[src/line_substring_matcher_assert.svh]
// Assertion macros used by the matcher's top-level RTL file.
// Each macro takes a label, an antecedent and a consequent, and samples on
// the rising edge of clock with the synchronous reset disabling the check.
`ifndef LINE_SUBSTRING_MATCHER_ASSERT_SVH
`define LINE_SUBSTRING_MATCHER_ASSERT_SVH

// The consequent must hold in the same cycle as the antecedent.
`define LSM_ASSERT_SAME(lbl, ante, cons) \
   lbl: assert property (@(posedge clock) disable iff (reset) (ante) |-> (cons)) \
      else $error("line matcher check failed in the same cycle");

// The consequent must hold in the cycle after the antecedent.
`define LSM_ASSERT_NEXT(lbl, ante, cons) \
   lbl: assert property (@(posedge clock) disable iff (reset) (ante) |=> (cons)) \
      else $error("line matcher check failed in the following cycle");

`endif

[src/lsm_pkg.sv]
package lsm_pkg;

   localparam int MAX_PATTERN_DEFAULT = 16;
   // The configuration registers hold this many pattern bytes.
   localparam int PATTERN_BYTES = 16;
   localparam int PATTERN_BITS = 8 * PATTERN_BYTES;

   localparam int CSR_INDEX_W = 8;
   localparam int CSR_DATA_W = 64;
   localparam int LENGTH_W = 16;
   localparam int RAW_LEN_W = 5;

   localparam logic [7:0] NEWLINE_BYTE = 8'd10;
   localparam logic [LENGTH_W-1:0] LENGTH_MAX = '1;

   localparam logic [CSR_INDEX_W-1:0] REG_PATTERN_LOW  = 8'd0;
   localparam logic [CSR_INDEX_W-1:0] REG_PATTERN_HIGH = 8'd1;
   localparam logic [CSR_INDEX_W-1:0] REG_PATTERN_LEN  = 8'd2;
   localparam logic [CSR_INDEX_W-1:0] REG_WORD_MODE    = 8'd3;
   localparam logic [CSR_INDEX_W-1:0] REG_IGNORE_CASE  = 8'd4;

   typedef struct packed {
      logic [PATTERN_BITS-1:0] pattern;
      logic [RAW_LEN_W-1:0]    pattern_length;
      logic                    word_mode;
      logic                    ignore_case;
   } cfg_type;

   typedef struct packed {
      logic                line_matched;
      logic [LENGTH_W-1:0] line_length;
   } line_result_type;

   function automatic logic [7:0] fold_byte(input logic [7:0] c, input logic ignore_case);
      logic [7:0] r;
      r = c;
      if (ignore_case && c >= 8'h41 && c <= 8'h5A) begin
         r = c + 8'd32;
      end
      return r;
   endfunction

   function automatic logic is_alnum(input logic [7:0] c);
      return (c >= 8'h30 && c <= 8'h39) || (c >= 8'h41 && c <= 8'h5A) ||
             (c >= 8'h61 && c <= 8'h7A);
   endfunction

endpackage

[src/lsm_interfaces.sv]
interface lsm_req_if;
   logic       valid;
   logic       ready;
   logic [7:0] text_byte;

   modport source (output valid, output text_byte, input ready);
   modport sink (input valid, input text_byte, output ready);
endinterface

interface lsm_rsp_if;
   logic                          valid;
   logic                          ready;
   logic                          line_matched;
   logic [lsm_pkg::LENGTH_W-1:0]  line_length;

   modport source (output valid, output line_matched, output line_length, input ready);
   modport sink (input valid, input line_matched, input line_length, output ready);
endinterface

interface lsm_csr_if;
   logic                            valid;
   logic                            ready;
   logic [lsm_pkg::CSR_INDEX_W-1:0] index;
   logic [lsm_pkg::CSR_DATA_W-1:0]  data;

   modport source (output valid, output index, output data, input ready);
   modport sink (input valid, input index, input data, output ready);
endinterface

[src/lsm_csr.sv]
module lsm_csr (
   input  logic            clock,
   input  logic            reset,
   lsm_csr_if.sink         csr_if,
   output lsm_pkg::cfg_type cfg
);

   lsm_pkg::cfg_type cfg_ff, cfg_in;

   assign csr_if.ready = 1'b1;

   always_comb begin
      cfg_in = cfg_ff;
      if (csr_if.valid) begin
         unique case (csr_if.index)
            lsm_pkg::REG_PATTERN_LOW: begin
               cfg_in.pattern[lsm_pkg::CSR_DATA_W-1:0] = csr_if.data;
            end
            lsm_pkg::REG_PATTERN_HIGH: begin
               cfg_in.pattern[lsm_pkg::PATTERN_BITS-1:lsm_pkg::CSR_DATA_W] = csr_if.data;
            end
            lsm_pkg::REG_PATTERN_LEN: begin
               cfg_in.pattern_length = csr_if.data[lsm_pkg::RAW_LEN_W-1:0];
            end
            lsm_pkg::REG_WORD_MODE: begin
               cfg_in.word_mode = csr_if.data[0];
            end
            lsm_pkg::REG_IGNORE_CASE: begin
               cfg_in.ignore_case = csr_if.data[0];
            end
            default: begin
               // Writes to unused indexes are dropped.
            end
         endcase
      end
   end

   always_ff @(posedge clock) begin
      if (reset) begin
         cfg_ff.pattern        <= '0;
         cfg_ff.pattern_length <= lsm_pkg::RAW_LEN_W'(1);
         cfg_ff.word_mode      <= 1'b0;
         cfg_ff.ignore_case    <= 1'b0;
      end else begin
         cfg_ff <= cfg_in;
      end
   end

   assign cfg = cfg_ff;

endmodule

[src/lsm_match.sv]
module lsm_match #(
   parameter int MAX_PATTERN = lsm_pkg::MAX_PATTERN_DEFAULT
) (
   input  logic                     clock,
   input  logic                     reset,
   input  lsm_pkg::cfg_type         cfg,
   input  logic                     advance,
   input  logic [7:0]               text_byte,
   output lsm_pkg::line_result_type result
);

   localparam int WINDOW = MAX_PATTERN + 1;
   localparam int LEN_W = $clog2(WINDOW);
   localparam int CNT_W = $clog2(WINDOW + 1);
   localparam int IDX_W = (MAX_PATTERN > 1) ? $clog2(MAX_PATTERN) : 1;

   logic [7:0]                  window_ff [WINDOW];
   logic [7:0]                  window_in [WINDOW];
   logic [CNT_W-1:0]            count_ff, count_in;
   logic                        found_ff, found_in;
   logic [lsm_pkg::LENGTH_W-1:0] length_ff, length_in;

   logic [7:0]       pat_bytes [MAX_PATTERN];
   logic [7:0]       raw_len8;
   logic [7:0]       act_len8;
   logic [LEN_W-1:0] act_len;
   logic [CNT_W-1:0] act_len_cnt;
   logic [MAX_PATTERN-1:0] pos_ok;
   logic             is_nl;
   logic             bytes_equal;
   logic             left_bad;
   logic             right_bad;
   logic             candidate;

   assign is_nl = (text_byte == lsm_pkg::NEWLINE_BYTE);

   // Pattern bytes past the configured sixteen read as zero.
   always_comb begin
      for (int j = 0; j < MAX_PATTERN; j++) begin
         if (j < lsm_pkg::PATTERN_BYTES) begin
            pat_bytes[j] = cfg.pattern[8*j +: 8];
         end else begin
            pat_bytes[j] = 8'h00;
         end
      end
   end

   // Length zero acts as one, and lengths above MAX_PATTERN act as MAX_PATTERN.
   assign raw_len8 = {{(8 - lsm_pkg::RAW_LEN_W){1'b0}}, cfg.pattern_length};
   always_comb begin
      if (raw_len8 == 8'd0) begin
         act_len8 = 8'd1;
      end else if (raw_len8 > 8'(MAX_PATTERN)) begin
         act_len8 = 8'(MAX_PATTERN);
      end else begin
         act_len8 = raw_len8;
      end
   end
   assign act_len = act_len8[LEN_W-1:0];
   assign act_len_cnt = CNT_W'(act_len);

   // Window slot i holds the byte that must equal pattern byte act_len-1-i.
   always_comb begin
      logic [7:0] rev_idx;
      for (int i = 0; i < MAX_PATTERN; i++) begin
         rev_idx = act_len8 - 8'd1 - 8'(i);
         if (8'(i) >= act_len8) begin
            pos_ok[i] = 1'b1;
         end else begin
            pos_ok[i] = (lsm_pkg::fold_byte(window_ff[i], cfg.ignore_case) ==
                         lsm_pkg::fold_byte(pat_bytes[rev_idx[IDX_W-1:0]], cfg.ignore_case));
         end
      end
   end

   assign bytes_equal = &pos_ok;
   assign right_bad = !is_nl && lsm_pkg::is_alnum(text_byte);
   assign left_bad = (count_ff > act_len_cnt) && lsm_pkg::is_alnum(window_ff[act_len]);
   assign candidate = (count_ff >= act_len_cnt) && bytes_equal &&
                      !(cfg.word_mode && (right_bad || left_bad));

   always_comb begin
      window_in = window_ff;
      count_in  = count_ff;
      found_in  = found_ff;
      length_in = length_ff;
      if (advance) begin
         if (is_nl) begin
            count_in  = '0;
            found_in  = 1'b0;
            length_in = '0;
         end else begin
            window_in[0] = text_byte;
            for (int i = 1; i < WINDOW; i++) begin
               window_in[i] = window_ff[i-1];
            end
            if (count_ff < CNT_W'(WINDOW)) begin
               count_in = count_ff + CNT_W'(1);
            end
            if (length_ff != lsm_pkg::LENGTH_MAX) begin
               length_in = length_ff + lsm_pkg::LENGTH_W'(1);
            end
            found_in = found_ff | candidate;
         end
      end
   end

   always_ff @(posedge clock) begin
      if (reset) begin
         for (int i = 0; i < WINDOW; i++) begin
            window_ff[i] <= 8'h00;
         end
         count_ff  <= '0;
         found_ff  <= 1'b0;
         length_ff <= '0;
      end else begin
         window_ff <= window_in;
         count_ff  <= count_in;
         found_ff  <= found_in;
         length_ff <= length_in;
      end
   end

   assign result.line_matched = found_ff | candidate;
   assign result.line_length  = length_ff;

endmodule

[src/line_substring_matcher.sv]
// Fixed-string line matcher. Text enters on req_if one byte per transfer;
// a byte of 10 ends a line. For every finished line one transfer leaves on
// rsp_if with line_matched (the pattern occurs in the line, as a word in word
// mode) and line_length (bytes before the newline, saturating at 65535). Bytes
// after the last newline produce nothing until their newline arrives.
// The pattern, its length, word mode and case folding are written through
// csr_if, which always accepts, and must only change while the block is idle.
// A byte is captured in an input register and then consumed by the window
// compare; a newline's line result goes into the result register and leaves
// on rsp_if from there. The block sustains one byte per cycle, except while a
// newline waits behind an untaken result; the window compare and line state update set that pace.
// When rsp_if stalls, ordinary bytes keep flowing into the window; only a
// newline waits in the input register while the previous result is still
// held, and req_if.ready drops behind it.
// Reset is synchronous: it clears the configuration to pattern length one,
// word mode and case folding off, and empties the window, the line state
// and both pipeline registers.
module line_substring_matcher #(
   parameter int MAX_PATTERN = lsm_pkg::MAX_PATTERN_DEFAULT
) (
   input  logic      clock,
   input  logic      reset,
   lsm_req_if.sink   req_if,
   lsm_rsp_if.source rsp_if,
   lsm_csr_if.sink   csr_if
);

   `include "line_substring_matcher_assert.svh"

   lsm_pkg::cfg_type         cfg;
   lsm_pkg::line_result_type line_result;

   // Input register: one text byte waiting for the compare stage.
   logic       in_valid_ff, in_valid_in;
   logic [7:0] in_byte_ff, in_byte_in;

   // Result register: one finished line waiting for the receiver.
   logic                         out_valid_ff, out_valid_in;
   logic                         out_matched_ff, out_matched_in;
   logic [lsm_pkg::LENGTH_W-1:0] out_length_ff, out_length_in;

   logic in_is_nl;
   logic advance;
   logic req_take;

   lsm_csr u_csr (
      .clock  (clock),
      .reset  (reset),
      .csr_if (csr_if),
      .cfg    (cfg)
   );

   lsm_match #(
      .MAX_PATTERN (MAX_PATTERN)
   ) u_match (
      .clock     (clock),
      .reset     (reset),
      .cfg       (cfg),
      .advance   (advance),
      .text_byte (in_byte_ff),
      .result    (line_result)
   );

   assign in_is_nl = (in_byte_ff == lsm_pkg::NEWLINE_BYTE);

   // A plain byte always moves on; a newline needs room in the result register.
   assign advance = in_valid_ff && (!in_is_nl || !out_valid_ff || rsp_if.ready);

   assign req_if.ready = !in_valid_ff || advance;
   assign req_take     = req_if.valid && req_if.ready;

   always_comb begin
      in_valid_in = in_valid_ff;
      in_byte_in  = in_byte_ff;
      if (req_take) begin
         in_valid_in = 1'b1;
         in_byte_in  = req_if.text_byte;
      end else if (advance) begin
         in_valid_in = 1'b0;
      end
   end

   always_comb begin
      out_valid_in   = out_valid_ff;
      out_matched_in = out_matched_ff;
      out_length_in  = out_length_ff;
      if (advance && in_is_nl) begin
         out_valid_in   = 1'b1;
         out_matched_in = line_result.line_matched;
         out_length_in  = line_result.line_length;
      end else if (rsp_if.ready) begin
         out_valid_in = 1'b0;
      end
   end

   always_ff @(posedge clock) begin
      if (reset) begin
         in_valid_ff  <= 1'b0;
         out_valid_ff <= 1'b0;
      end else begin
         in_valid_ff  <= in_valid_in;
         out_valid_ff <= out_valid_in;
      end
   end

   always_ff @(posedge clock) begin
      in_byte_ff     <= in_byte_in;
      out_matched_ff <= out_matched_in;
      out_length_ff  <= out_length_in;
   end

   assign rsp_if.valid        = out_valid_ff;
   assign rsp_if.line_matched = out_matched_ff;
   assign rsp_if.line_length  = out_length_ff;

   // A newline held behind an untaken result must block new input.
   `LSM_ASSERT_SAME(a_nl_blocks_input,
      in_valid_ff && in_is_nl && out_valid_ff && !rsp_if.ready, !req_if.ready)

   // A byte that cannot advance stays in the input register unchanged.
   `LSM_ASSERT_NEXT(a_input_holds,
      in_valid_ff && !advance, in_valid_ff && $stable(in_byte_ff))

   // A consumed newline always yields a result carrying the line length.
   `LSM_ASSERT_NEXT(a_nl_gives_result,
      advance && in_is_nl,
      out_valid_ff && (out_length_ff == $past(line_result.line_length)))

   // A result only appears after a newline was consumed.
   `LSM_ASSERT_SAME(a_result_from_nl,
      $rose(out_valid_ff), $past(advance && in_is_nl))

endmodule
[src/flat_wrapper.sv]
// flat-port wrapper written by rule: the top's interface ports become plain ports
module line_substring_matcher_flat 
#(
   parameter int MAX_PATTERN = lsm_pkg::MAX_PATTERN_DEFAULT
)
  (clock, reset, req_if_valid, req_if_text_byte, req_if_ready, rsp_if_valid, rsp_if_line_matched, rsp_if_line_length, rsp_if_ready, csr_if_valid, csr_if_index, csr_if_data, csr_if_ready);
  lsm_req_if req_if_i ();
  lsm_rsp_if rsp_if_i ();
  lsm_csr_if csr_if_i ();
  input  logic clock;
  input  logic reset;
  input wire logic [$bits(req_if_i.valid)-1:0] req_if_valid;
  input wire logic [$bits(req_if_i.text_byte)-1:0] req_if_text_byte;
  output wire logic [$bits(req_if_i.ready)-1:0] req_if_ready;
  output wire logic [$bits(rsp_if_i.valid)-1:0] rsp_if_valid;
  output wire logic [$bits(rsp_if_i.line_matched)-1:0] rsp_if_line_matched;
  output wire logic [$bits(rsp_if_i.line_length)-1:0] rsp_if_line_length;
  input wire logic [$bits(rsp_if_i.ready)-1:0] rsp_if_ready;
  input wire logic [$bits(csr_if_i.valid)-1:0] csr_if_valid;
  input wire logic [$bits(csr_if_i.index)-1:0] csr_if_index;
  input wire logic [$bits(csr_if_i.data)-1:0] csr_if_data;
  output wire logic [$bits(csr_if_i.ready)-1:0] csr_if_ready;
  assign req_if_i.valid = req_if_valid;
  assign req_if_i.text_byte = req_if_text_byte;
  assign req_if_ready = req_if_i.ready;
  assign rsp_if_valid = rsp_if_i.valid;
  assign rsp_if_line_matched = rsp_if_i.line_matched;
  assign rsp_if_line_length = rsp_if_i.line_length;
  assign rsp_if_i.ready = rsp_if_ready;
  assign csr_if_i.valid = csr_if_valid;
  assign csr_if_i.index = csr_if_index;
  assign csr_if_i.data = csr_if_data;
  assign csr_if_ready = csr_if_i.ready;
  line_substring_matcher #(.MAX_PATTERN(MAX_PATTERN)) u_core (.clock(clock), .reset(reset), .req_if(req_if_i), .rsp_if(rsp_if_i), .csr_if(csr_if_i));
endmodule
[config.mk]
export PLATFORM = sky130hd
export DESIGN_NAME = line_substring_matcher_flat
export DESIGN_NICKNAME = d
export VERILOG_FILES = /design/src/lsm_pkg.sv /design/src/lsm_interfaces.sv /design/src/lsm_csr.sv /design/src/lsm_match.sv /design/src/line_substring_matcher.sv /design/src/flat_wrapper.sv
export VERILOG_INCLUDE_DIRS = /design/src /design/src/src
export SDC_FILE = /design/constraint.sdc
export NUM_CORES = 1
export LEC_CHECK = 0
export BUFFER_PORTS_ARGS = -buffer_cell sky130_fd_sc_hd__buf_4
export CORE_UTILIZATION = 45
export DETAILED_ROUTE_END_ITERATION = 8
export PLACE_DENSITY = 0.75
export SLEW_MARGIN = 20
export SYNTH_ARGS = -nofsm -noshare
export SYNTH_HDL_FRONTEND = slang
export SYNTH_SLANG_ARGS = --single-unit
[constraint.sdc]
create_clock -name clock -period 4.02 [get_ports clock]
set_input_delay 0.804 -clock clock [delete_from_list [all_inputs] [get_ports clock]]
set_output_delay 0.804 -clock clock [all_outputs]
set_load 0.03 [all_outputs]
==> qor_table.md, run 1 <==
| Parameter | This run |
|---|---|
| Final hold violations | 0 |
| Minimum clock period after layout | 4.14 ns |
| Transition time of the tightest slew-check pin | 0.895 ns |
| Final std cells w/o fill | 4551 |
| Worst Setup Slack post-DPL | -0.312 ns |
| Type of destination of the critical path | flop |
| Share of async-settable or async-resettable flops after synthesis | 0 |
| Post-Syn Area | 25100 um^2 |
| Synthesized netlist net count | 3377 |
| Cell breakdown of the critical path | buf_4 > nor4_4 > buf_4 > buf_12 > buf_4 > o21ai_1 > o221ai_1 > o22ai_2 > mux2_2 > or3_1 > nor3b_1 > nor3_1 > mux2i_1 > o41ai_4 > buf_4 > and2_1 > nand4_1 > a21oi_1 |
| Via density per instance | 6.35 |
| Worst setup path class | reg -> reg |
| Failing checks | setup timing |
| Yosys top cell area share | 0.236 |
| Die span in x | 238 um |
| Number of antenna violations at the first check in global routing | 1 |
| Required arrival time at the worst endpoint | 4.54 ns |
| Maximum Capacitance Violations | 0 |
| Total leakage power | 13.1 nW |
| Most frequently used cell type in the post-synthesis netlist | nand2_1 |
| Worst r2r path cells | 18 |
| Clock root cell | clkbuf_16 |
| Effective utilization at floorplan | 0.455 |
| Rel. slew slack | 0.403 |
| Number of antenna cells inserted | 0 |
| Std-Cell Core Area | 55100 um^2 |
| Slew Viols, Final | 0 |
| Critical Path Max Stage Delay | 0.38 ns |
| Worst clock skew | 0.0215 ns |
| Die outline area | 56700 um^2 |
| Maximum fanout along the worst path | 14 |
| Hold Path Stages | 1 |
| Pre-Repair DR Iteration Count | 5 |
| Total of flip-flops plus latches after synthesis | 320 |
| HPWL after detailed placement | 86000 um |
| Number of enable-type register cells in the synthesized netlist | 25 |
| Status | complete, but fails checks |
| First-pass GRT wire length | 169000 um |
| Number of global-route vias before repair | 26896 |
| Synth Warn # | 0 |
| TritonCTS sink count | 320 |
| Die height | 238 um |
| Pin count of the biggest net entering global routing | 110 |
| Hold buffer count at CTS | 0 |
| Register-to-register setup slack | -0.12 ns |
| Critical-path top delay cell | o41ai_4 |
| CTS tree | yes |
| Clock-pin slew on the worst setup and hold paths | 0.07 ns |
| Count of different cell masters after synthesis | 109 |
| Number of remaining DRC errors | 0 |
| Fraction of final layout cells sized beyond drive strength 1 | 0.266 |
| Number of vias after detailed routing | 28901 |
| Avg WL per Cell | 24.9 um |
| Worst setup slack after layout | -0.123 ns |
| Area grow syn2layout | 31.8% |
| Fin nets | 3899 |
| Ports | 105 |
| Kind of start point of the critical path | flop |
| Most common cell on crit path | buf_4 |
| Dominant cells by area after synthesis | dfxtp_1 24%, mux2i_1 14%, nand2_1 9.9% |
| Pwr/cell area | 218 nW/um^2 |
| Cell type contributing the most total cell area after synthesis | dfxtp_1 |
| Total global routing track utilization | 0.393 |
| Avg Cell Area, Syn | 7.71 um^2 |
| Maximum resistive drop on vdd | 0.326 mV |
| RSZ-0062 raised after global routing | true |
| Level count of the clock H-tree | 2 |
| Clock latency reported for the late side of the worst-skew pair | 0.60 ns |
| Number of DRC violations after detailed-routing iteration 0 | 3271 |
| Port Buffer Count | 103 |
| Routability Congestion | 1.14 |
| Part of the Yosys area used for sequential elements | 0.265 |
| Most used flip-flop cell after synthesis | dfxtp_1 |
| Worst min path class | in -> reg |
| Highest achievable clock rate | 0.241 GHz |
| Final sum of negative setup slack | -0.210 ns |
| Count of standard-cell rows | 86 |
| Final setup violating endpoints | 2 |
| Wire length reported by the detailed router | 113000 um |
| Crit share post-route | 1.03 |
| Most used standard cells in the synthesized netlist | 663 x nand2_1, 350 x a21oi_1, 343 x mux2i_1 |
| Worst Path Arrival | 4.66 ns |
| Instance count after placement with tap cells included | 4426 |
| Grt ovf | 0 |
| Gate Count Post-Synth | 3253 |
| Largest buffer count on any clock path | 3 |
| Number of buffers created by CTS | 37 |
| Layout filler cell count | 4984 |
| Post-route antenna net violation count | 0 |
==> worst max-delay path, delay by kind of cell (launching register included) <==
family          cells  cell delay, ns
buf+inv             5            0.79
compound gates      5            1.04
flops               1            0.37
mux                 2            0.60
simple gates        6            1.25
==> state kept, by name, indices dropped and copies added, names as in the netlist <==
| signal | cells |
|---|---|
| u_core.rsp_if.line_matched | 1 |
| u_core.u_match.length_ff | 16 |
| u_core.u_match.found_ff | 1 |
| u_core.u_csr.cfg | 135 |
| u_core.rsp_if.line_length | 16 |
| u_core.rsp_if.valid | 1 |
| u_core.in_valid_ff | 1 |
| u_core.u_match.window_ff | 136 |
| u_core.u_match.count_ff | 5 |
| u_core.in_byte_ff | 8 |
==> power by group <==
part / internal (mW) / leakage [nW] / switching, mW
Sequential: 3.23 / 2.64 / 0.0283
Combinational: 0.132 / 9.85 / 0.209
Clock: 2.07 / 0.623 / 1.55
==> repair_timing <==
item	CTS	global route
resized for setup	129	55
hold endpoints to repair	0	0
cloned	2	0
pin swaps	31	23
buffers inserted	46	10
setup endpoints to repair	2	2
==> area by class of cell <==
type	instances	area, um^2	area share
clock inverters	20	279	0.00844
multi-input cells	2632	17800	0.540
repair buffers	733	6120	0.185
flip-flops and latches	320	6670	0.202
well taps	748	936	0.0283
inverters	51	205	0.00621
clock buffers	47	1000	0.0304
==> metal layers <==
metal | part of all wire | vias up | track usage
met3 | 0.10 | 440 | 0.0851
li1 | - | 13036 | -
met2 | 0.43 | 1736 | 0.603
met1 | 0.39 | 13689 | 0.500
met4 | 0.080 | 0 | 0.249
met5 | 0 | - | 0
==> worst paths after layout <==
path | startpoint | end
worst max-delay path | u_core.u_csr.cfg[3] | u_core.u_match.found_ff
worst min-delay path | req_if_text_byte[7] | u_core.in_byte_ff[7]
worst max register to register | u_core.u_csr.cfg[3] | u_core.u_match.found_ff
worst min register to register | u_core.u_match.length_ff[12] | u_core.rsp_if.line_length[12]
==> per-stage QoR <==
step | power [mW] | instance area (um^2) | hold WS (ns) | util
final | 7.21 | 33000 | 0.392 | 0.600
after detailed placement | 3.64 | 30400 | 0.454 | 0.552
after floorplan | 3.47 | 25100 | 0.432 | -
after CTS | 7.23 | 32700 | 0.374 | 0.594
after global routing | 7.39 | 33000 | 0.385 | 0.600
after global placement | 3.64 | 30400 | 0.443 | 0.552
==> cells by family after synthesis <==
group                    share of synthesized area
AND/OR/NAND/NOR                              0.201
AO/OA/AOI/OAI                                0.243
multiplexers                                 0.164
flip-flops                                   0.265
buffers and inverters                       0.0552
XOR/XNOR                                    0.0518
adder cells (fa/ha/maj)                     0.0195
other                                     0.000150
==> cells in the final DEF, fill, tap and decap left out, drive strengths merged, types with 21 or more instances in the layout <==
cell type and count:
edfxtp 25, ha 39, nor2 150, or3 21
nand3 53, buf 730, mux2i 347, nand4 36
inv 51, dfxtp 295, xor2 73, o221ai 70
clkbuf 48, o21ai 136, nand2 664, mux2 23
o2111ai 66, o22ai 79, xnor2 70, and3 24
a21o 22, a211oi 35, a21oi 352, a31oi 38
nor3 35, or2 23
(Power assumes the default switching activity.)
==> run 2, diff against run 1 <==
CTS_CLUSTER_DIAMETER = 80   (was not set)
PLACE_DENSITY = not set   (was 0.75)
==> run 2 against run 1 <==
  * The run still ends with setup timing left
  * Non-clock buffer count increased by 17
  * Via count increased by 0.64%
  * Worst hold slack improved by 0.016 ns
  * Sequential share of layout area decreased by 0.20 points
  * Wire length increased by 6.5%
  * Clock-buffer cell count increased by 3
  * Die area unchanged
  * Core utilization increased by 0.61 points
  * Register-to-register slack improved by 0.03 ns
  * Critical path type unchanged
  * Largest cell class unchanged
  * Largest power group unchanged
==> qor_table.md, run 2 (synthesis results as in run 1) <==
| Parameter | This run |
|---|---|
| Status | complete, but fails checks |
| Failing checks | setup timing |
| Post-Route Utilization | 0.606 |
| Most frequent standard cell in the layout excluding fill and tap cells | buf_4 |
| Number of global-route vias before repair | 27350 |
| Clock root cell | clkbuf_16 |
| Number of flip-flops under the largest register name | 136 |
| Largest buffer count on any clock path | 3 |
| Worst Path Arrival | 4.56 ns |
| TritonCTS sink count | 320 |
| Fin nets | 3918 |
| Post-route antenna net violation count | 0 |
| Fraction of final layout cells sized beyond drive strength 1 | 0.274 |
| Startpoint of the worst setup timing path | u_core.u_csr.cfg[3] |
| Most common cell on crit path | buf_4 |
| Avg WL per Cell | 26.4 um |
| Number of vias after detailed routing | 29085 |
| Worst min path class | in -> reg |
| Clock-pin slew on the worst setup and hold paths | 0.06 ns |
| Number of antenna cells inserted | 0 |
| Count of standard-cell rows | 86 |
| Level count of the clock H-tree | 2 |
| Area grow syn2layout | 33.1% |
| Rel. slew slack | 0.369 |
| Pre-Repair DR Iteration Count | 6 |
| Instance count after placement with tap cells included | 4445 |
| Critical-path top delay cell | dfxtp_4 |
| Clock latency reported for the late side of the worst-skew pair | 0.59 ns |
| Worst setup path class | reg -> reg |
| Net Sw Power | 1.73 mW |
| Number of remaining DRC errors | 0 |
| Wire length reported by the detailed router | 121000 um |
| Cell internal power dissipation | 5.39 mW |
| Startpoint of the lowest-slack register-to-register path | u_core.u_csr.cfg[3] |
| Kind of start point of the critical path | flop |
| Die height | 238 um |
| First-pass GRT wire length | 176000 um |
| Ports | 105 |
| Routability Congestion | 1.12 |
| Maximum resistive drop on vdd | 0.457 mV |
| Hold Path Stages | 1 |
| Clock power share | 0.495 |
| Pin count of the biggest net entering global routing | 112 |
| Number of antenna violations at the first check in global routing | 0 |
| Worst setup slack after layout | -0.0974 ns |
| Largest delay contributor family on the critical path | compound AO/OA/AOI/OAI gates |
| Die outline area | 56700 um^2 |
| Commonest non-fill, non-tap cells in the layout | 676 x buf_4, 661 x nand2_1, 337 x a21oi_1 |
| Slew Viols, Final | 0 |
| Std-Cell Core Area | 55100 um^2 |
| Die span in x | 238 um |
| Minimum clock period after layout | 4.12 ns |
| Sw frac | 0.243 |
| Register share of total power | 0.457 |
| Cell breakdown of the critical path | or3b_4 > buf_12 > buf_4 > o221ai_1 > mux2i_1 > mux2i_2 > nand3_1 > o311ai_1 > buf_4 > o311ai_0 > a211oi_2 > a21oi_2 > a2111oi_2 > buf_4 > nand4_1 > nand2b_1 |
| Cell count along the critical path | 16 |
| Highest achievable clock rate | 0.243 GHz |
| Via density per instance | 6.36 |
| Required arrival time at the worst endpoint | 4.46 ns |
| HPWL after detailed placement | 92800 um |
| Effective utilization at floorplan | 0.455 |
| Combinational Power Share | 0.047 |
| Worst r2r path cells | 16 |
| Worst clock skew | 0.0163 ns |
| Grt ovf | 0 |
| Layout filler cell count | 5039 |
| Number of buffers created by CTS | 38 |
| Worst Setup Slack post-DPL | -0.419 ns |
| Maximum fanout along the worst path | 28 |
| CTS tree | yes |
| Final hold violations | 0 |
| Maximum Capacitance Violations | 0 |
| Total global routing track utilization | 0.414 |
| Pwr/cell area | 213 nW/um^2 |
| Most flops, register | u_core.u_match.window_ff |
| Critical Path Max Stage Delay | 0.43 ns |
| Crit share post-route | 1.02 |
| Final std cells w/o fill | 4571 |
| Total power after layout | 7.12 mW |
| Tightest hold margin | 0.408 ns |
| Final setup violating endpoints | 2 |
| Type of destination of the critical path | flop |
| Transition time of the tightest slew-check pin | 0.941 ns |
| Source of the worst hold timing path | req_if_text_byte[6] |
| Bufs and invs on worst path | 4 |
| Number of DRC violations after detailed-routing iteration 0 | 3384 |
| Total leakage power | 13.2 nW |
| Port Buffer Count | 103 |
| RSZ-0062 raised after global routing | true |
==> run 2: worst paths after layout <==
kind                                   endpoint  slack, ns
hold reg to reg   u_core.rsp_if.line_length[12]       0.47
hold / removal             u_core.in_byte_ff[6]       0.41
setup reg to reg     u_core.rsp_if.line_matched       -0.1
setup / recovery     u_core.rsp_if.line_matched       -0.1
==> run 2: power by group through the flow <==
stage	clock (mW)	sequential, mW	combinational [mW]
3_3_place_gp	0	3.32	0.316
3_5_place_dp	0	3.32	0.322
4_1_cts	3.57	3.25	0.326
2_1_floorplan	0	3.31	0.161
6_report	3.53	3.25	0.337
5_1_grt	3.70	3.25	0.360
==> run 2: worst register-to-register path: stages, from the launching register on <==
cell and delay, ns:
dfxtp_4 0.43, or3b_4 0.42, buf_12 0.18, buf_4 0.22
o221ai_1 0.35, mux2i_1 0.22, mux2i_2 0.36, nand3_1 0.13
o311ai_1 0.33, buf_4 0.18, o311ai_0 0.16, a211oi_2 0.28
a21oi_2 0.11, a2111oi_2 0.29, buf_4 0.17, nand4_1 0.09
nand2b_1 0.08
==> run 2: metal layers <==
metal,global-route usage,vias to the layer above,share of wire
met4,0.239,0,0.069
li1,-,13049,-
met2,0.667,1535,0.45
met5,0,-,0
met1,0.518,14090,0.39
met3,0.0752,411,0.092
==> run 2: timing repair <==
item / CTS / global route
resized for setup: 104 / 133
hold buffers: 0 / 0
setup buffers: 31 / 24
endpoints found under the setup margin: 2 / 2
pin swaps: 23 / 38
gates cloned: 5 / 1
==> run 2: area by class of cell <==
class / instances / area (um^2) / area share
flip-flops and latches: 320 / 6670 / 0.200
clock buffers: 50 / 1070 / 0.0320
inverters: 51 / 210 / 0.00630
multi-input cells: 2632 / 17900 / 0.537
clock inverters: 19 / 194 / 0.00581
repair buffers: 750 / 6360 / 0.191
well taps: 748 / 936 / 0.0280
repair inverters: 1 / 6.26 / 0.000187
==> run 2: per-stage QoR <==
| step | TNS [ns] | cell area [um^2] |
|---|---|---|
| 5_1_grt | -0.538 | 33400 |
| 3_3_place_gp | -0.745 | 30500 |
| 2_1_floorplan | 0 | 25100 |
| 6_report | -0.181 | 33400 |
| 3_5_place_dp | -0.823 | 30500 |
| 4_1_cts | 0 | 32500 |
